`src/hw/rtl/wsd_pkg.sv`:
```
// ----------------------------------------------------------------------------
// wsd_pkg: shared types and constants for the frame deframer
// Result kinds, parse phases, opcodes and the front-to-back queue entry.
// ----------------------------------------------------------------------------
package wsd_pkg;

	localparam logic [31:0] MAX_LEN_RESET = 32'd8388608;
	localparam int          QUEUE_DEPTH   = 4;

	typedef enum logic [2:0] {
		KIND_TEXT       = 3'd0,
		KIND_TEXT_END   = 3'd1,
		KIND_DISCARD    = 3'd2,
		KIND_PONG       = 3'd3,
		KIND_PONG_EMPTY = 3'd4,
		KIND_CLOSE      = 3'd5,
		KIND_ERROR      = 3'd6
	} kind_t;

	typedef enum logic [2:0] {
		PH_HDR0  = 3'd0,
		PH_HDR1  = 3'd1,
		PH_EXT16 = 3'd2,
		PH_EXT64 = 3'd3,
		PH_MASK  = 3'd4,
		PH_PAY   = 3'd5
	} phase_t;

	localparam logic [3:0] OP_CONT  = 4'h0;
	localparam logic [3:0] OP_TEXT  = 4'h1;
	localparam logic [3:0] OP_BIN   = 4'h2;
	localparam logic [3:0] OP_CLOSE = 4'h8;
	localparam logic [3:0] OP_PING  = 4'h9;
	localparam logic [3:0] OP_PONG  = 4'hA;

	localparam logic [6:0] LEN_CODE_16 = 7'd126;
	localparam logic [6:0] LEN_CODE_64 = 7'd127;

	// one queued result pair; a step gives at most two results
	typedef struct packed {
		logic  v0;
		kind_t k0;
		logic [7:0] d0;
		logic  l0;
		logic  v1;
		kind_t k1;
		logic  l1;
	} res_pair_t;

endpackage

```
`src/hw/rtl/wsd_parser.sv`:
```
// ----------------------------------------------------------------------------
// wsd_parser: frame header and payload parser
// Updates the parse state per byte and produces up to two results.
// ----------------------------------------------------------------------------
module wsd_parser (
	input  logic                clk,
	input  logic                arst_n,
	input  logic                step,
	input  logic [7:0]          in_byte,
	input  logic [31:0]         max_len,
	output wsd_pkg::res_pair_t  res
);

	wsd_pkg::phase_t phase_q, phase_d;
	logic        fin_q, fin_d;
	logic [3:0]  op_q, op_d;
	logic        masked_q, masked_d;
	logic [63:0] len_q, len_d;
	logic [2:0]  hcnt_q, hcnt_d;
	logic [31:0] key_q, key_d;
	logic [63:0] idx_q, idx_d;
	logic [1:0]  mtype_q, mtype_d;
	logic        mopen_q, mopen_d;
	logic        stop_q, stop_d;

	logic        op_ok;
	logic        do_len, do_hdr, do_end;
	logic [63:0] len_new;
	logic [7:0]  key_byte, data;
	logic        final_byte;

	always_comb begin
		phase_d = phase_q; fin_d = fin_q; op_d = op_q; masked_d = masked_q;
		len_d = len_q; hcnt_d = hcnt_q; key_d = key_q; idx_d = idx_q;
		mtype_d = mtype_q; mopen_d = mopen_q; stop_d = stop_q;
		res = '0;
		res.k0 = wsd_pkg::KIND_TEXT;
		res.k1 = wsd_pkg::KIND_TEXT;
		do_len = 1'b0; do_hdr = 1'b0; do_end = 1'b0;
		len_new = len_q;
		final_byte = (idx_q + 64'd1) == len_q;
		case (idx_q[1:0])
			2'd0:    key_byte = key_q[31:24];
			2'd1:    key_byte = key_q[23:16];
			2'd2:    key_byte = key_q[15:8];
			default: key_byte = key_q[7:0];
		endcase
		data = in_byte ^ key_byte;
		op_ok = 1'b0;
		if (!stop_q) begin
			case (phase_q)
				wsd_pkg::PH_HDR0: begin
					fin_d = in_byte[7];
					op_d = in_byte[3:0];
					key_d = '0;
					phase_d = wsd_pkg::PH_HDR1;
				end
				wsd_pkg::PH_HDR1: begin
					masked_d = in_byte[7];
					hcnt_d = '0;
					if (in_byte[6:0] == wsd_pkg::LEN_CODE_16) begin
						len_d = '0;
						phase_d = wsd_pkg::PH_EXT16;
					end else if (in_byte[6:0] == wsd_pkg::LEN_CODE_64) begin
						len_d = '0;
						phase_d = wsd_pkg::PH_EXT64;
					end else begin
						len_new = {57'd0, in_byte[6:0]};
						len_d = len_new;
						do_len = 1'b1;
					end
				end
				wsd_pkg::PH_EXT16, wsd_pkg::PH_EXT64: begin
					len_new = {len_q[55:0], in_byte};
					len_d = len_new;
					if (hcnt_q >= ((phase_q == wsd_pkg::PH_EXT16) ? 3'd1 : 3'd7))
						do_len = 1'b1;
					else
						hcnt_d = hcnt_q + 3'd1;
				end
				wsd_pkg::PH_MASK: begin
					key_d = {key_q[23:0], in_byte};
					if (hcnt_q >= 3'd3)
						do_hdr = 1'b1;
					else
						hcnt_d = hcnt_q + 3'd1;
				end
				wsd_pkg::PH_PAY: begin
					if (op_q == wsd_pkg::OP_TEXT ||
					    (op_q == wsd_pkg::OP_CONT && mtype_q == 2'd1)) begin
						res.v0 = 1'b1;
						res.k0 = wsd_pkg::KIND_TEXT;
						res.d0 = data;
						res.l0 = final_byte & fin_q;
					end else if (op_q == wsd_pkg::OP_PING) begin
						res.v0 = 1'b1;
						res.k0 = wsd_pkg::KIND_PONG;
						res.d0 = data;
						res.l0 = final_byte;
					end
					idx_d = idx_q + 64'd1;
					if (final_byte) do_end = 1'b1;
				end
				default: phase_d = wsd_pkg::PH_HDR0;
			endcase

			// length complete
			if (do_len) begin
				if (len_new > {32'd0, max_len}) begin
					stop_d = 1'b1;
					phase_d = wsd_pkg::PH_HDR0;
					res.v0 = 1'b1;
					res.k0 = wsd_pkg::KIND_ERROR;
				end else if (masked_d) begin
					hcnt_d = '0;
					phase_d = wsd_pkg::PH_MASK;
				end else begin
					do_hdr = 1'b1;
				end
			end
			// header complete; discard uses slot 0, frame end uses slot 1
			if (do_hdr) begin
				if (op_d == wsd_pkg::OP_TEXT || op_d == wsd_pkg::OP_BIN) begin
					if (mopen_q && mtype_q == 2'd1) begin
						res.v0 = 1'b1;
						res.k0 = wsd_pkg::KIND_DISCARD;
					end
					mtype_d = op_d[1:0];
					mopen_d = !fin_d;
				end else if (op_d == wsd_pkg::OP_CONT) begin
					mopen_d = !fin_d;
				end
				idx_d = '0;
				if (len_d == 64'd0) do_end = 1'b1;
				else phase_d = wsd_pkg::PH_PAY;
			end
			if (do_end) begin
				op_ok = op_d == wsd_pkg::OP_CONT || op_d == wsd_pkg::OP_TEXT ||
					op_d == wsd_pkg::OP_BIN || op_d == wsd_pkg::OP_CLOSE ||
					op_d == wsd_pkg::OP_PING || op_d == wsd_pkg::OP_PONG;
				if (!op_ok) begin
					res.v1 = 1'b1; res.k1 = wsd_pkg::KIND_ERROR; stop_d = 1'b1;
				end else if (op_d == wsd_pkg::OP_CLOSE) begin
					res.v1 = 1'b1; res.k1 = wsd_pkg::KIND_CLOSE; stop_d = 1'b1;
				end else if (op_d == wsd_pkg::OP_PING) begin
					if (len_d == 64'd0) begin
						res.v1 = 1'b1; res.k1 = wsd_pkg::KIND_PONG_EMPTY; res.l1 = 1'b1;
					end
				end else if (op_d == wsd_pkg::OP_CONT || op_d == wsd_pkg::OP_TEXT) begin
					if (len_d == 64'd0 && fin_d && mtype_d == 2'd1) begin
						res.v1 = 1'b1; res.k1 = wsd_pkg::KIND_TEXT_END; res.l1 = 1'b1;
					end
				end
				phase_d = wsd_pkg::PH_HDR0;
			end
		end
	end

	always_ff @(posedge clk or negedge arst_n) begin
		if (!arst_n) begin
			phase_q <= wsd_pkg::PH_HDR0;
			fin_q <= 1'b0; op_q <= '0; masked_q <= 1'b0; len_q <= '0;
			hcnt_q <= '0; key_q <= '0; idx_q <= '0; mtype_q <= '0;
			mopen_q <= 1'b0; stop_q <= 1'b0;
		end else if (step) begin
			phase_q <= phase_d;
			fin_q <= fin_d; op_q <= op_d; masked_q <= masked_d; len_q <= len_d;
			hcnt_q <= hcnt_d; key_q <= key_d; idx_q <= idx_d; mtype_q <= mtype_d;
			mopen_q <= mopen_d; stop_q <= stop_d;
		end
	end

endmodule

```
`src/hw/rtl/wsd_queue.sv`:
```
// ----------------------------------------------------------------------------
// wsd_queue: result pair queue
// Small FIFO between the parser and the output serialiser.
// ----------------------------------------------------------------------------
module wsd_queue #(
	parameter int DEPTH = wsd_pkg::QUEUE_DEPTH
) (
	input  logic               clk,
	input  logic               arst_n,
	input  logic               wr_en,
	input  wsd_pkg::res_pair_t wr_data,
	output logic               full,
	output logic               empty,
	input  logic               rd_en,
	output wsd_pkg::res_pair_t rd_data
);

	localparam int AW = (DEPTH > 1) ? $clog2(DEPTH) : 1;

	wsd_pkg::res_pair_t mem_q [DEPTH];
	logic [AW-1:0] wp_q, rp_q;
	logic [AW:0]   cnt_q;

	assign full    = cnt_q == (AW+1)'(DEPTH);
	assign empty   = cnt_q == '0;
	assign rd_data = mem_q[rp_q];

	always_ff @(posedge clk) begin
		if (wr_en) mem_q[wp_q] <= wr_data;
	end

	always_ff @(posedge clk or negedge arst_n) begin
		if (!arst_n) begin
			wp_q <= '0; rp_q <= '0; cnt_q <= '0;
		end else begin
			if (wr_en) wp_q <= (wp_q == AW'(DEPTH-1)) ? '0 : wp_q + 1'b1;
			if (rd_en) rp_q <= (rp_q == AW'(DEPTH-1)) ? '0 : rp_q + 1'b1;
			cnt_q <= cnt_q + (AW+1)'(wr_en) - (AW+1)'(rd_en);
		end
	end

endmodule

```
`src/hw/rtl/wsd_emitter.sv`:
```
// ----------------------------------------------------------------------------
// wsd_emitter: output serialiser
// Presents queued result pairs one result at a time on the output channel.
// ----------------------------------------------------------------------------
module wsd_emitter (
	input  logic               clk,
	input  logic               arst_n,
	input  logic               q_empty,
	input  wsd_pkg::res_pair_t q_data,
	output logic               q_pop,
	output logic               out_valid,
	input  logic               out_ready,
	output logic [2:0]         kind,
	output logic [7:0]         data_byte,
	output logic               last
);

	logic sel_q; // slot 0 already delivered
	logic use0;

	assign use0      = q_data.v0 && !sel_q;
	assign out_valid = !q_empty;
	assign kind      = use0 ? q_data.k0 : q_data.k1;
	assign data_byte = use0 ? q_data.d0 : 8'd0;
	assign last      = use0 ? q_data.l0 : q_data.l1;
	assign q_pop     = out_valid && out_ready && !(use0 && q_data.v1);

	always_ff @(posedge clk or negedge arst_n) begin
		if (!arst_n) sel_q <= 1'b0;
		else if (out_valid && out_ready) sel_q <= !q_pop;
	end

endmodule

```
`src/hw/rtl/websocket_frame_deframer.sv`:
```
// ----------------------------------------------------------------------------
// websocket_frame_deframer: streaming frame parser
// Parses frames byte by byte; emits unmasked text/ping bytes and status results.
// ----------------------------------------------------------------------------
// One byte is taken per clock whenever the result queue has room; each byte's
// full header/payload step is done in the cycle it is accepted, and its zero to
// two results enter a four-entry queue. Results leave one per clock while the
// receiver is ready; the queue absorbs double results, and input only stalls
// while the queue is full, which double results in a row or a stalled receiver
// can cause; otherwise throughput is one byte per cycle. Results are registered
// in the queue before they reach the output. After a close or error further
// bytes are accepted and ignored until reset.
module websocket_frame_deframer #(
	parameter int QUEUE_DEPTH = wsd_pkg::QUEUE_DEPTH
) (
	input  logic        clk,
	input  logic        arst_n,
	input  logic        cfg_valid,
	output logic        cfg_ready,
	input  logic [31:0] max_payload_length,
	input  logic        in_valid,
	output logic        in_ready,
	input  logic [7:0]  in_byte,
	output logic        out_valid,
	input  logic        out_ready,
	output logic [2:0]  kind,
	output logic [7:0]  data_byte,
	output logic        last
);

	logic [31:0] max_len_q;
	wsd_pkg::res_pair_t res, q_rd;
	logic step, full, empty, pop, push;

	assign cfg_ready = 1'b1;
	always_ff @(posedge clk or negedge arst_n) begin
		if (!arst_n) max_len_q <= wsd_pkg::MAX_LEN_RESET;
		else if (cfg_valid) max_len_q <= max_payload_length;
	end

	// front: accept when the queue can take a transaction's results
	assign in_ready = !full;
	assign step     = in_valid && in_ready;
	assign push     = step && (res.v0 || res.v1);

	wsd_parser u_parser (
		.clk, .arst_n, .step, .in_byte, .max_len(max_len_q), .res
	);

	wsd_queue #(.DEPTH(QUEUE_DEPTH)) u_queue (
		.clk, .arst_n, .wr_en(push), .wr_data(res), .full, .empty,
		.rd_en(pop), .rd_data(q_rd)
	);

	// back: serialise result pairs
	wsd_emitter u_emit (
		.clk, .arst_n, .q_empty(empty), .q_data(q_rd), .q_pop(pop),
		.out_valid, .out_ready, .kind, .data_byte, .last
	);

	a_no_push_full: assert property (@(posedge clk) disable iff (!arst_n)
		full |-> !push) else $error("push into full queue");
	a_data_zero: assert property (@(posedge clk) disable iff (!arst_n)
		(out_valid && kind != wsd_pkg::KIND_TEXT && kind != wsd_pkg::KIND_PONG)
		|-> data_byte == 8'd0) else $error("data on non-byte kind");
	a_kind_range: assert property (@(posedge clk) disable iff (!arst_n)
		out_valid |-> kind != 3'd7) else $error("bad kind");

endmodule

```
`config.mk`:
```
export PLATFORM = sky130hd
export DESIGN_NAME = websocket_frame_deframer
export DESIGN_NICKNAME = d
export VERILOG_FILES = /design/src/hw/rtl/wsd_pkg.sv /design/src/hw/rtl/wsd_parser.sv /design/src/hw/rtl/wsd_queue.sv /design/src/hw/rtl/wsd_emitter.sv /design/src/hw/rtl/websocket_frame_deframer.sv
export SDC_FILE = /design/constraint.sdc
export NUM_CORES = 1
export LEC_CHECK = 0
export BUFFER_PORTS_ARGS = -buffer_cell sky130_fd_sc_hd__buf_2
export CAP_MARGIN = 20
export CORE_MARGIN = 8
export CORE_UTILIZATION = 53
export DETAILED_ROUTE_END_ITERATION = 6
export PLACE_DENSITY = 0.8
export SLEW_MARGIN = 20
export SYNTH_ARGS = -nofsm -noshare
export SYNTH_HDL_FRONTEND = slang
export SYNTH_SLANG_ARGS = --single-unit
```
`constraint.sdc`:
```
create_clock -name clk -period 10.8 [get_ports clk]
set_input_delay 1.08 -clock clk [delete_from_list [all_inputs] [get_ports clk]]
set_output_delay 1.08 -clock clk [all_outputs]
set_load 0.03 [all_outputs]
```
== Yosys cells after proc, flatten, opt, wreduce, memory -nomap -nowiden ==
Memory sizes are Yosys's and may differ from the RTL's.
Index checks and enable logic that the tools add are counted.
Widths: inputs -> output; s select.

* Output and inout bits: 15
* Logic and storage cells: 176
* Flip-flop bits (word level): 216
* RAM bits: 72
* Input bits: 45
* Memories kept: 1

{| class="wikitable"
|+ Memory list
! memory !! depth !! width !! rd ports !! clocked after Yosys merged registers in !! wr ports !! line !! source
|-
| u_queue.mem_q || 4 || 18 || 1 || 0 || 1 || wsd_queue.sv:20 || <nowiki>wsd_pkg::res_pair_t mem_q [DEPTH];</nowiki>
|}

* Bitwise operators: 3
* Order comparisons: 3
* Add/sub/neg operators: 6
* Muxes and demuxes: 86
* Reductions and logical operators: 39
* Equal/unequal tests: 22

{| class="wikitable"
|+ Operators with widths
! cell !! count
|-
| $mux 64 || 7
|-
| $pmux 64 s2 || 2
|-
| $add 64x1->64 const B || 1
|-
| $eq 64x64->1 || 1
|-
| $gt 64x32->1 || 1
|-
| $logic_not 64->1 || 1
|-
| $pmux 32 s2 || 1
|-
| $mux 3 || 15
|-
| $mux 13 || 3
|-
| $mux 4 || 9
|-
| $mux 1 || 32
|-
| $mux 5 || 5
|-
| $pmux 8 s3 || 1
|-
| $mux 18 || 1
|-
| $pmux 3 s3 || 2
|-
| $eq 4x4->1 const B || 4
|-
| $eq 7x7->1 const B || 2
|-
| $logic_and 1x1->1 || 10
|-
| $mux 2 || 5
|-
| $eq 3x3->1 const B || 3
|-
| $eq 4x1->1 const B || 2
|-
| $logic_not 4->1 || 2
|-
| $logic_or 1x1->1 || 8
|-
| $mux 8 || 1
|-
| other kinds (25) || 40
|}

== Depth between registers and ports, before layout ==
Gate-level depths: netlist of the first run.

* Word-level depth: 24
* Mapped depth: 21
* Gate-level depth less buffers: 18

== Hierarchy ==
From an unflattened synthesis of the first run, not the netlist that was laid out.

* Cells, all modules: 1750
* Area, all modules: 17097.6 µm²

{| class="wikitable"
|+ By module, submodules not included
! module !! cells an instance !! instances !! sequential area each (µm²) !! area each (µm²)
|-
| wsd_parser || 1527 || 1 || 4404.2 || 12515.8
|-
| wsd_queue || 130 || 1 || 2337.2 || 3010.4
|-
| websocket_frame_deframer || 73 || 1 || 802.0 || 1375.1
|-
| wsd_emitter || 20 || 1 || 25.0 || 196.4
|}

== Worst setup path after synthesis of the first run ==
Ideal clock, no wire load.

* Path type: input -> register
* Start: in in_byte[3]
* End: mem u_queue.mem_q[0][0] in the netlist's numbering (enable)
* Data required time: 10.424 ns
* Path slack: 5.086 ns
* Setup time: 0.376 ns
* Arrival: 5.338 ns
* Path buffers: 3
* Cell stages on the path: 19
* Cell sequence: clkbuf_1 nand4_1 nor2_1 nand2_1 nand2_1 clkbuf_1 a22o_1 ha_1 a21oi_1 o21ai_0 a21o_1 o41a_1 o31ai_1 a31o_2 clkbuf_1 a21oi_1 a211oi_1 a31o_4 and2_1

* Longest elaborated chain between the ends: 24
* Elaborated cells on any way between the ends: 59
* Those cells by class: order compare (1); eq/ne (8); mux (38); reduce/logical (12)

{| class="wikitable"
|+ Ends and longest elaborated chain
! what !! line !! source
|-
| from (decl) || websocket_frame_deframer.sv:23 || <nowiki>input logic [7:0] in_byte,</nowiki>
|-
| $eq 7x7->1 || wsd_parser.sv:64 || <nowiki>end else if (in_byte[6:0] == wsd_pkg::LEN_CODE_64) begin</nowiki>
|-
| $mux 64 || wsd_parser.sv:64 ||
|-
| $mux 64 || wsd_parser.sv:61 || <nowiki>if (in_byte[6:0] == wsd_pkg::LEN_CODE_16) begin</nowiki>
|-
| $pmux 64 s2 || wsd_parser.sv:51 || <nowiki>case (phase_q)</nowiki>
|-
| $mux 64 || wsd_parser.sv:50 || <nowiki>if (!stop_q) begin</nowiki>
|-
| $gt 64x32->1 || wsd_parser.sv:109 || <nowiki>if (len_new > {32'd0, max_len}) begin</nowiki>
|-
| $mux 1 || wsd_parser.sv:109 ||
|-
| $mux 1 || wsd_parser.sv:108 || <nowiki>if (do_len) begin</nowiki>
|-
| (+9 left out) || n/a ||
|-
| $mux 4 || wsd_parser.sv:141 || <nowiki>if (!op_ok) begin</nowiki>
|-
| $mux 5 || wsd_parser.sv:137 || <nowiki>if (do_end) begin</nowiki>
|-
| $mux 18 (*) || wsd_parser.sv:50 ||
|-
| $logic_or 1x1->1 (*) || websocket_frame_deframer.sv:44 || <nowiki>assign push = step && (res.v0 || res.v1);</nowiki>
|-
| $logic_and 1x1->1 (*) || websocket_frame_deframer.sv:44 ||
|-
| net push || websocket_frame_deframer.sv:33 || <nowiki>logic step, full, empty, pop, push;</nowiki>
|-
| $mux 1 (*) || wsd_queue.sv:29 || <nowiki>if (wr_en) mem_q[wp_q] <= wr_data;</nowiki>
|-
| $mux 1 (not written as such) (*) || wsd_queue.sv:29 ||
|-
| to (decl) || wsd_queue.sv:20 ||
|}

Mark *: on every way through the listed nets, which the timed path passes. The rest lies on a longest branch. The select of a mux whose other input is x is not followed.

== Worst setup path after layout of the first run ==
* Start: in in_byte[3]
* End: reg u_parser.idx_q[55]

* Longest elaborated chain between the ends: 11
* Elaborated cells on any way between the ends: 17
* Those cells by class: order compare (1); eq/ne (2); mux (12); reduce/logical (2)

{| class="wikitable"
|+ Ends and longest elaborated chain
! what !! line !! source
|-
| $eq 7x7->1 || wsd_parser.sv:64 ||
|-
| $mux 64 || wsd_parser.sv:64 ||
|-
| $mux 64 || wsd_parser.sv:61 ||
|-
| $pmux 64 s2 || wsd_parser.sv:51 ||
|-
| $mux 64 || wsd_parser.sv:50 ||
|-
| $gt 64x32->1 || wsd_parser.sv:109 ||
|-
| $mux 1 || wsd_parser.sv:109 ||
|-
| $mux 1 (*) || wsd_parser.sv:108 ||
|-
| $mux 1 (*) || wsd_parser.sv:50 ||
|-
| $reduce_bool 2->1 (no line) || n/a ||
|-
| $reduce_and 3->1 (no line) || n/a ||
|-
| to (signal assigned) || wsd_parser.sv:168 || <nowiki>hcnt_q <= hcnt_d; key_q <= key_d; idx_q <= idx_d; mtype_q <= mtype_d;</nowiki>
|-
| to (decl) || wsd_parser.sv:21 || <nowiki>logic [63:0] idx_q, idx_d;</nowiki>
|}

Every way passes the cells marked *; elsewhere a longest branch is shown, timed or not. The select of a mux whose other input is x is not followed.
A chain may end at the register's enable or synchronous reset.

==> results of run 1 <==
path summary, 6_finish.rpt:
kind,slack (ns),end,startpoint,cells past startpoint
max in group asynchronous,8.22,u_parser.idx_q[41]$_DFFE_PN0P_,arst_n,3
setup reg to reg,4.23,u_parser.idx_q[55]$_DFFE_PN0P_,u_parser.phase_q[1]$_DFFE_PN0P_,16
hold / removal,0.49,u_parser.key_q[28]$_DFFE_PN0P_,u_parser.key_q[28]$_DFFE_PN0P_,2
hold reg to reg,0.49,u_parser.key_q[28]$_DFFE_PN0P_,u_parser.key_q[28]$_DFFE_PN0P_,2
min in group asynchronous,0.55,u_parser.key_q[8]$_DFFE_PN0P_,arst_n,1
setup / recovery,4.09,u_parser.idx_q[55]$_DFFE_PN0P_,in_byte[3],18
cell type report:
cell class                 count  area (um2)  share of cell area (%)
sequential                   288        7570                    41.7
multi-input combinational   1265        8320                    45.8
clock buffer                  40         850                    4.68
inverter                      59         221                    1.22
clock inverter                18         253                    1.39
tap                          396         495                    2.73
timing repair buffer          76         435                    2.40
layout by cell type, fill, tap and decap left out, drive strengths merged, types with 7 or more instances in the layout:
cell,n
dfrtp,215
nand2,212
o21ai,194
nor2,111
a22o,81
buf,76
edfxtp,72
xnor2,65
inv,61
nand3,54
a21oi,48
ha,47
nor4,47
nand4,40
clkbuf,40
o31ai,38
nor3,34
xor2,32
nor2b,24
mux4,18
a31oi,16
mux2,16
nand2b,14
or3,14
and4,14
or4,14
and3,11
o211ai,9
and2,9
o41ai,8
a222oi,8
clkinv,8
nor4b,7
state kept, by name, indices dropped and copies added (netlist names), 2 cells and up:
signal	count
u_queue.mem_q	72
u_parser.idx_q	64
u_parser.len_q	64
max_len_q	32
u_parser.key_q	32
u_parser.op_q	4
u_parser.hcnt_q	3
u_parser.phase_q	3
u_queue.cnt_q	3
u_parser.mtype_q	2
u_queue.rp_q	2
u_queue.wp_q	2
worst max-delay path, stage by stage:
cell and delay (ns):
buf_2 0.20, nand4_1 0.13, nor2_1 0.26, nand2_1 0.26
nand2_1 0.70, a22o_1 0.24, ha_1 0.24, a21oi_1 0.16
o21ai_0 0.10, a21o_1 0.18, o41a_1 0.39, o31ai_1 0.56
a31o_2 0.85, o21ai_4 0.04, buf_4 0.33, nor2_2 0.84
nand3_1 0.27, o31ai_1 0.29
routing by layer:
layer	GRT usage (%)	vias up	wire, um	share of wire [%]
li1	-	6340	-	-
met1	33.5	6753	18700	41
met2	39.1	694	21200	46
met3	3.67	136	3920	8.6
met4	8.67	0	1790	3.9
met5	0	-	0	0
cell usage after synthesis (7+ instances only):
cell and number:
nor2b_1 24, o31ai_1 37, nor2_1 111, xor2_1 32, mux4_2 18, o211ai_1 9
and2_1 9, buf_2 19, ha_1 47, nand3_1 54, o21ai_0 192, nor3_1 29
nand2_1 211, and4_1 14, a222oi_1 8, buf_1 8, nand4_1 38, or4_1 13
a31oi_1 16, nor4_1 40, nor4b_1 7, and3_1 11, a22o_1 81, mux2_2 14
dfrtp_1 215, a21oi_1 48, xnor2_1 65, o41ai_1 8, or3_1 14, inv_1 59
nand2b_1 14, clkbuf_1 89, edfxtp_1 72
cell families after synthesis:
kind of cell    synth area share (%)
buf+inv                         4.25
flops                           45.7
xor+xnor                        5.13
mux                             3.90
simple gates                    19.4
other cells                   0.0226
compound gates                  17.9
fa+ha+maj                       3.67
metrics by stage:
stage	std cells	hold slack (ns)	cell area (um2)
6_report	2142	0.491	18100
5_1_grt	2142	0.517	18100
4_1_cts	2142	0.490	18100
3_5_place_dp	2084	0.476	17000
3_3_place_gp	2084	0.464	17000
2_1_floorplan	1731	0.449	16600
power by group:
part           switching [mW]  leakage (nW)  internal [mW]
Sequential              0.325          3.48           1.29
Clock                   0.453         0.542          0.698
Combinational           0.809          3.06          0.617
==> metrics.txt, run 1 <==
status=completed; Clock Skew=between 0.01 and 0.015 ns; Yosys cell types=79; First DRT Iteration DRCs=1533; syn nets=1824; antenna violations before repair=0; die area=37200 um2; final-report setup violation count=0; total wire length=45.6 mm; share of layout cells above drive strength 1=11.0%; leak pwr=just over 7 nW; pwr dens=231 nW/um2; Setup CP Type=in2reg; critical path arrival=7.17 ns; async set or reset register ratio after synthesis=75.0%; dpl ws=3.63 ns; worst-path fanout max=64; WL per Instance=21.3 um; Pins Over Slew Limit=0; Ys Warns=0; Post-synth EDFFs=72; Hold Vio Cnt, Final=0; TritonCTS clock tree=built; crit path setup slack, layout=approximately 4.1 ns; worst slew pin tran=1.02 ns; HPWL after DPL=31.4 mm; number of global-route vias before repair=between 10000 and 15000; Worst-Skew Late Latency=0.57 ns; Post-synth top flop=dfrtp_1; largest cells by area after synthesis=dfrtp_1, edfxtp_1, o21ai_0; P&R area growth vs syn=9.53%; post_cts resized=0; DR DRC count=0; Hold WC Path Type=reg2reg; Fin Setup TNS=0 ns; max cap viols=0; unrepaired setup endpoints after global routing=false; Syn Std Cell Area=~17000 um2; fin crit period=roughly 6.7 ns; H-tree Lvls=1; postcts setup bufs=0; Port-buffer cells=58; vias per cell=6.50; Seq cells post-synth=288; Worst VDD drop=0.160 mV; top cell type's share of synthesized area=32.5%; required time worst endpoint=~11 ns; fin util=59.2%; ant diodes=0; Setup crit end kind=register; hold buffer count at CTS=0; Syn Inst Count=1731; post-route ant nets=0; global route overflow=0; fmax=149 MHz; startpoint types=primary input; Total Power=4.19 mW; fin nets=between 1500 and 2000; 1st-pass router iterations=6; Die Span Y=193 um; Total GRT Usage=24.4%; Slew HR=31.1%; largest net degree at the start of global routing=117; Reg clk slew, reported paths=0.06 ns; Initial Util=54.0%; GPL Wtd Cong=0.982; Seq/Total Area, Yosys=between 40% and 50%; Mean Syn Cell Area=between 9 and 10 um2; fillers=about 2500; clk sinks=~290; Synth area leader=dfrtp_1; Core Box Area=30700 um2; Placement Rows=64; chip width=~190 um; TritonCTS Buffers=31; Final Cycle Share=62.1%; first-pass GRT wire length=73.7 mm; Root Driver=clkbuf_16; CTS Buffer Depth=3; io pins=60; Via Count=13900
No activity file was read; power rests on OpenSTA's default activity.
==> run 2: changes to the inputs <==
==> constraint.sdc (replaced) <==
create_clock -name clk -period 6.4 [get_ports clk]
set_input_delay 0.64 -clock clk [delete_from_list [all_inputs] [get_ports clk]]
set_output_delay 0.64 -clock clk [all_outputs]
set_load 0.03 [all_outputs]
==> run 2 against run 1 <==
Compared with the run above:
- clock-buffer cell count unchanged
- clock skew up 0.00055 ns
- sequential share of layout area about the same
- sequential power up 69%
- worst hold slack worse by 0.45 ns
- non-clock buffer count up 8
- wire length up 1.5%
- via count up 0.20%
- power up 66%
- core utilization down 0.053 points
- sequential cell count unchanged
- largest cell class unchanged
==> metrics.txt, run 2 (same netlist as run 1, synthesis figures left out) <==
commonest non-fill, non-tap cell in the layout=dfrtp_1 (unchanged); 1st-pass router iterations=5 (was 6); startpoint types=register (was primary input); antenna violations before repair=0 (unchanged); fmax=173 MHz; total wire length=46.3 mm (was 45.6 mm); H-tree Lvls=1 (unchanged); Final Cycle Share=90.2%; Core Box Area=30700 um2 (unchanged); postcts setup bufs=0 (unchanged); First DRT Iteration DRCs=1471 (was 1533); fillers=2529 (was 2530); Setup crit end kind=register (unchanged); Via Count=14000 (was 13900); Fin Setup TNS=0 ns (unchanged); TritonCTS clock tree=built (unchanged); fin nets=1822 (was 1814); Worst-Skew Late Latency=0.57 ns (about the same); Clock Skew=0.0123 ns (was 0.0118 ns); die area=37200 um2 (unchanged); worst-case hold slack=0.0409 ns (was 0.491 ns); final-report setup violation count=0 (unchanged); DR DRC count=0 (unchanged); Setup CP Type=reg2reg (was in2reg); Hold WC Path Type=in2async (was reg2reg); number of global-route vias before repair=13500 (was 13400); TritonCTS Buffers=31 (unchanged); post-route ant nets=0 (unchanged); chip width=193 um (unchanged); Worst VDD drop=0.281 mV (was 0.160 mV); pwr dens=383 nW/um2 (was 231 nW/um2); top flop regs=u_queue.mem_q: 72 flops, u_parser.idx_q: 64 flops, u_parser.len_q: 64 flops (unchanged); leak pwr=7.10 nW (was 7.08 nW); fin crit period=5.77 ns; unrepaired setup endpoints after global routing=false (unchanged); number of flip-flops in the largest register=72 (unchanged); Reg clk slew, reported paths=0.06 ns (about the same); r2r setup slk=0.63 ns (was 4.23 ns); io pins=60 (unchanged); Port-buffer cells=58 (unchanged); largest net degree at the start of global routing=83 (was 117); GPL Wtd Cong=0.967 (was 0.982); most frequent cells in the layout=dfrtp_1, nand2_1, o21ai_0, nor2_1, a22o_1 (unchanged); Critical R2R Launch=u_parser.phase_q[0]$_DFFE_PN0P_ (was u_parser.phase_q[1]$_DFFE_PN0P_); max cap viols=0 (unchanged); Placement Rows=64 (unchanged); Slew HR=29.9% (was 31.1%); worst reg2reg path endpoint=u_queue.cnt_q[2]$_DFF_PN0_ (was u_parser.idx_q[55]$_DFFE_PN0P_); status=completed (unchanged); Total GRT Usage=24.9% (was 24.4%); CTS Buffer Depth=3 (unchanged); first-pass GRT wire length=74.1 mm (was 73.7 mm); post_cts resized=0 (unchanged); Root Driver=clkbuf_16 (unchanged); Initial Util=54.0% (unchanged); largest reg by FF count=u_queue.mem_q (unchanged); Die Span Y=193 um (unchanged); share of layout cells above drive strength 1=11.0% (about the same); ant diodes=0 (unchanged); worst-path fanout max=26 (was 64); Hold Vio Cnt, Final=0 (unchanged); Pins Over Slew Limit=0 (unchanged); WL per Instance=21.5 um (was 21.3 um); reg2reg path depth=18 (was 16); hold buffer count at CTS=0 (unchanged); worst slew pin tran=1.05 ns (was 1.02 ns); vias per cell=6.49 (was 6.50); clk sinks=288 (unchanged); required time worst endpoint=6.85 ns (was 11.27 ns); critical path arrival=6.22 ns (was 7.17 ns); P&R area growth vs syn=9.43% (was 9.53%); HPWL after DPL=32.2 mm (was 31.4 mm); global route overflow=0 (unchanged)
[run 2: cell type report]
cell class / count / area [um2] / area share, %
clock buffers: 40 / 820 / 4.52
clock inverters: 18 / 196 / 1.08
multi-input cells: 1265 / 8330 / 45.9
inverters: 59 / 221 / 1.22
well taps: 396 / 495 / 2.73
flip-flops and latches: 288 / 7570 / 41.8
repair buffers: 84 / 499 / 2.75
[run 2: layer usage]
layer	wire, um	track usage [%]	part of all wire, %
met1	19000	34.1	41
met2	21600	40.1	47
met3	4070	3.87	8.8
met4	1620	8.34	3.5
met5	0	0	0
[run 2: per-stage QoR]
step	instances	worst slack, ns	total power, mW	util (%)	cell area [um2]
floorplan	1731	1.13	4.33	-	16600
global placement	2092	0.655	4.99	55.7	17100
detailed placement	2092	0.452	5.10	55.8	17100
CTS	2150	0.818	6.91	59.1	18100
global route	2150	0.382	7.31	59.1	18100
finish	2150	0.629	6.94	59.1	18100
[run 2: worst max-delay path by stage]
stage	start	end	slack, ns	cells after the start
6_report	u_parser.phase_q[0]$_DFFE_PN0P_	u_queue.cnt_q[2]$_DFF_PN0_	0.63	18
5_1_grt	u_parser.phase_q[0]$_DFFE_PN0P_	u_parser.idx_q[53]$_DFFE_PN0P_	0.38	18
4_1_cts	u_parser.phase_q[0]$_DFFE_PN0P_	u_queue.cnt_q[2]$_DFF_PN0_	0.82	18
3_5_place_dp	in_byte[3]	u_queue.cnt_q[2]$_DFF_PN0_	0.45	19
3_3_place_gp	in_byte[3]	u_queue.cnt_q[2]$_DFF_PN0_	0.66	19
2_1_floorplan	in_byte[3]	u_queue.mem_q[0][0]$_DFFE_PP_	1.13	19
[run 2: power by group]
part	switching (mW)	leakage [nW]	internal [mW]
Clock	0.746	0.506	1.06
Sequential	0.551	3.48	2.17
Combinational	1.36	3.11	1.05
Total	2.66	7.10	4.28
[run 2: critical path, cell delays in order (launching register included)]
cell and delay, ns:
dfrtp_1 0.55, inv_1 0.10, nor3_1 0.27, nand2_1 0.28, nand2_1 0.74, a22o_1 0.24, ha_1 0.16, and4_1 0.21
nor4bb_1 0.59, nand3_1 0.23, nand3_1 0.22, nor3b_1 0.36, a21boi_0 0.26, a21oi_1 0.32, a211oi_1 0.13, a31o_4 0.25
ha_1 0.21, fa_1 0.37, xnor2_1 0.13
==> run 3: changes to the inputs <==
--- a/config.mk
+++ b/config.mk
@@ -10,7 +10,7 @@
 export CORE_MARGIN = 8
 export CORE_UTILIZATION = 53
 export DETAILED_ROUTE_END_ITERATION = 6
-export PLACE_DENSITY = 0.8
+export PLACE_DENSITY = 0.7
 export SLEW_MARGIN = 20
 export SYNTH_ARGS = -nofsm -noshare
 export SYNTH_HDL_FRONTEND = slang
==> run 3 against run 2 <==
Compared with the run above:
- highest routed layer unchanged
- global-route usage up 0.19 points
- die area unchanged
- non-clock buffer count up 5
- core utilization up 0.71 points
==> metrics.txt, run 3 (same netlist as run 1, synthesis figures left out) <==
total wire length=46.7 mm (was 46.3 mm); commonest non-fill, non-tap cell in the layout=dfrtp_1 (unchanged); First DRT Iteration DRCs=1208 (was 1471); top flop regs=u_queue.mem_q: 72 flops, u_parser.idx_q: 64 flops, u_parser.len_q: 64 flops (unchanged); Setup CP Type=reg2reg (unchanged); status=completed (unchanged); antenna violations before repair=0 (unchanged); fmax=177 MHz (was 173 MHz); Core Box Area=30700 um2 (unchanged); io pins=60 (unchanged); Final Cycle Share=88.4% (was 90.2%); Hold WC Path Type=in2async (unchanged); Slew HR=23.4% (was 29.9%); Port-buffer cells=58 (unchanged); fin nets=1830 (was 1822); max cap viols=0 (unchanged); Via Count=13800 (was 14000); TritonCTS Buffers=34 (was 31); unrepaired setup endpoints after global routing=false (unchanged); worst-path fanout max=42 (was 26); Reg clk slew, reported paths=0.06 ns (about the same); Worst-Skew Late Latency=0.52 ns (was 0.57 ns); P&R area growth vs syn=10.8% (was 9.43%); most frequent cells in the layout=dfrtp_1, nand2_1, o21ai_0, nor2_1, a22o_1 (unchanged); Total GRT Usage=25.1% (was 24.9%); final-report setup violation count=0 (unchanged); postcts setup bufs=0 (unchanged); HPWL after DPL=32.4 mm (was 32.2 mm); fillers=2598 (was 2529); largest net degree at the start of global routing=99 (was 83); TritonCTS clock tree=built (unchanged); reg2reg path depth=18 (unchanged); crit path setup slack, layout=0.744 ns (was 0.629 ns); number of global-route vias before repair=13300 (was 13500); first-pass GRT wire length=74.2 mm (was 74.1 mm); chip width=193 um (unchanged); hold buffer count at CTS=0 (unchanged); vias per cell=6.42 (was 6.49); share of layout cells above drive strength 1=11.6% (was 11.0%); ant diodes=0 (unchanged); startpoint types=register (unchanged); GPL Wtd Cong=0.944 (was 0.967); Pins Over Slew Limit=0 (unchanged); die area=37200 um2 (unchanged); clk sinks=288 (unchanged); worst slew pin tran=1.14 ns (was 1.05 ns); Placement Rows=64 (unchanged); Hold Vio Cnt, Final=0 (unchanged); Worst VDD drop=0.301 mV (was 0.281 mV); largest reg by FF count=u_queue.mem_q (unchanged); Fin Setup TNS=0 ns (unchanged); Clock Skew=0.0270 ns (was 0.0123 ns); leak pwr=7.19 nW (was 7.10 nW); critical path arrival=6.06 ns (was 6.22 ns); global route overflow=0 (unchanged); H-tree Lvls=2 (was 1); required time worst endpoint=6.80 ns (was 6.85 ns); number of flip-flops in the largest register=72 (unchanged); Initial Util=54.0% (unchanged); CTS Buffer Depth=3 (unchanged); post-route ant nets=0 (unchanged); Die Span Y=193 um (unchanged); dpl ws=0.529 ns (was 0.452 ns); WL per Instance=21.6 um (was 21.5 um); 1st-pass router iterations=6 (was 5); DR DRC count=0 (unchanged); post_cts resized=0 (unchanged); Root Driver=clkbuf_16 (unchanged); fin crit period=5.66 ns (was 5.77 ns); pwr dens=393 nW/um2 (was 383 nW/um2); Setup crit end kind=register (unchanged)
## run 3: worst paths after layout
| kind | startpoint | to | slack [ns] |
|---|---|---|---|
| max in group asynchronous | arst_n | u_parser.idx_q[54]$_DFFE_PN0P_ | 4.92 |
| min | arst_n | max_len_q[25]$_DFFE_PN0P_ | 0.14 |
| min in group clk | max_payload_length[26] | max_len_q[26]$_DFFE_PN0P_ | 0.33 |
| min reg2reg | u_parser.key_q[29]$_DFFE_PN0P_ | u_parser.key_q[29]$_DFFE_PN0P_ | 0.49 |
| max | u_parser.phase_q[0]$_DFFE_PN0P_ | u_parser.idx_q[51]$_DFFE_PN0P_ | 0.74 |
| max reg2reg | u_parser.phase_q[0]$_DFFE_PN0P_ | u_parser.idx_q[51]$_DFFE_PN0P_ | 0.74 |
## run 3: report_power, final
group	total, mW	internal (mW)	switching [mW]
clock	2.08	1.31	0.771
sequential	2.69	2.17	0.521
combinational	2.44	1.06	1.38
total	7.21	4.54	2.67
## run 3: layout make-up
cell class                      instances  area, um2  area share (%)
Timing Repair Buffer                   89        533            2.91
Multi-Input combinational cell       1265       8320            45.3
Inverter                               59        221            1.21
Clock inverter                         16        245            1.34
Tap cell                              396        495            2.70
Sequential cell                       288       7570            41.3
Clock buffer                           45        966            5.27
## run 3: stage by stage
| step | utilization [%] | cells | hold slack (ns) | cell area (um2) | power [mW] |
|---|---|---|---|---|---|
| finish | 59.8 | 2158 | 0.140 | 18300 | 7.21 |
| detailed placement | 55.9 | 2097 | 0.479 | 17100 | 5.10 |
| global placement | 55.9 | 2097 | 0.465 | 17100 | 5.02 |
| global route | 59.8 | 2158 | 0.221 | 18300 | 7.60 |
| floorplan | - | 1731 | 0.344 | 16600 | 4.33 |
| CTS | 59.8 | 2158 | 0.191 | 18300 | 7.20 |
## run 3: layer usage
layer / vias to the layer above / routed length [um] / part of all wire [%] / GRT usage (%)
li1: 6376 / - / - / -
met1: 6760 / 19900 / 43 / 34.2
met2: 606 / 21800 / 47 / 39.9
met3: 106 / 3380 / 7.3 / 4.10
met4: 0 / 1600 / 3.4 / 9.34
met5: - / 0 / 0 / 0
## run 3: worst max-delay path: stages, from the launching register on
cell and delay (ns):
dfrtp_1 0.54, inv_1 0.11, nor3_1 0.23, nand2_1 0.28, nand2_1 0.64, a22o_1 0.23, ha_1 0.24, a21oi_1 0.14
o21ai_0 0.11, a21o_1 0.20, o41a_1 0.40, o31ai_1 0.54, a31o_2 0.43, buf_4 0.49, o21ai_4 0.08, nor2_1 0.15
buf_4 0.22, nand3_1 0.17, o31ai_1 0.34
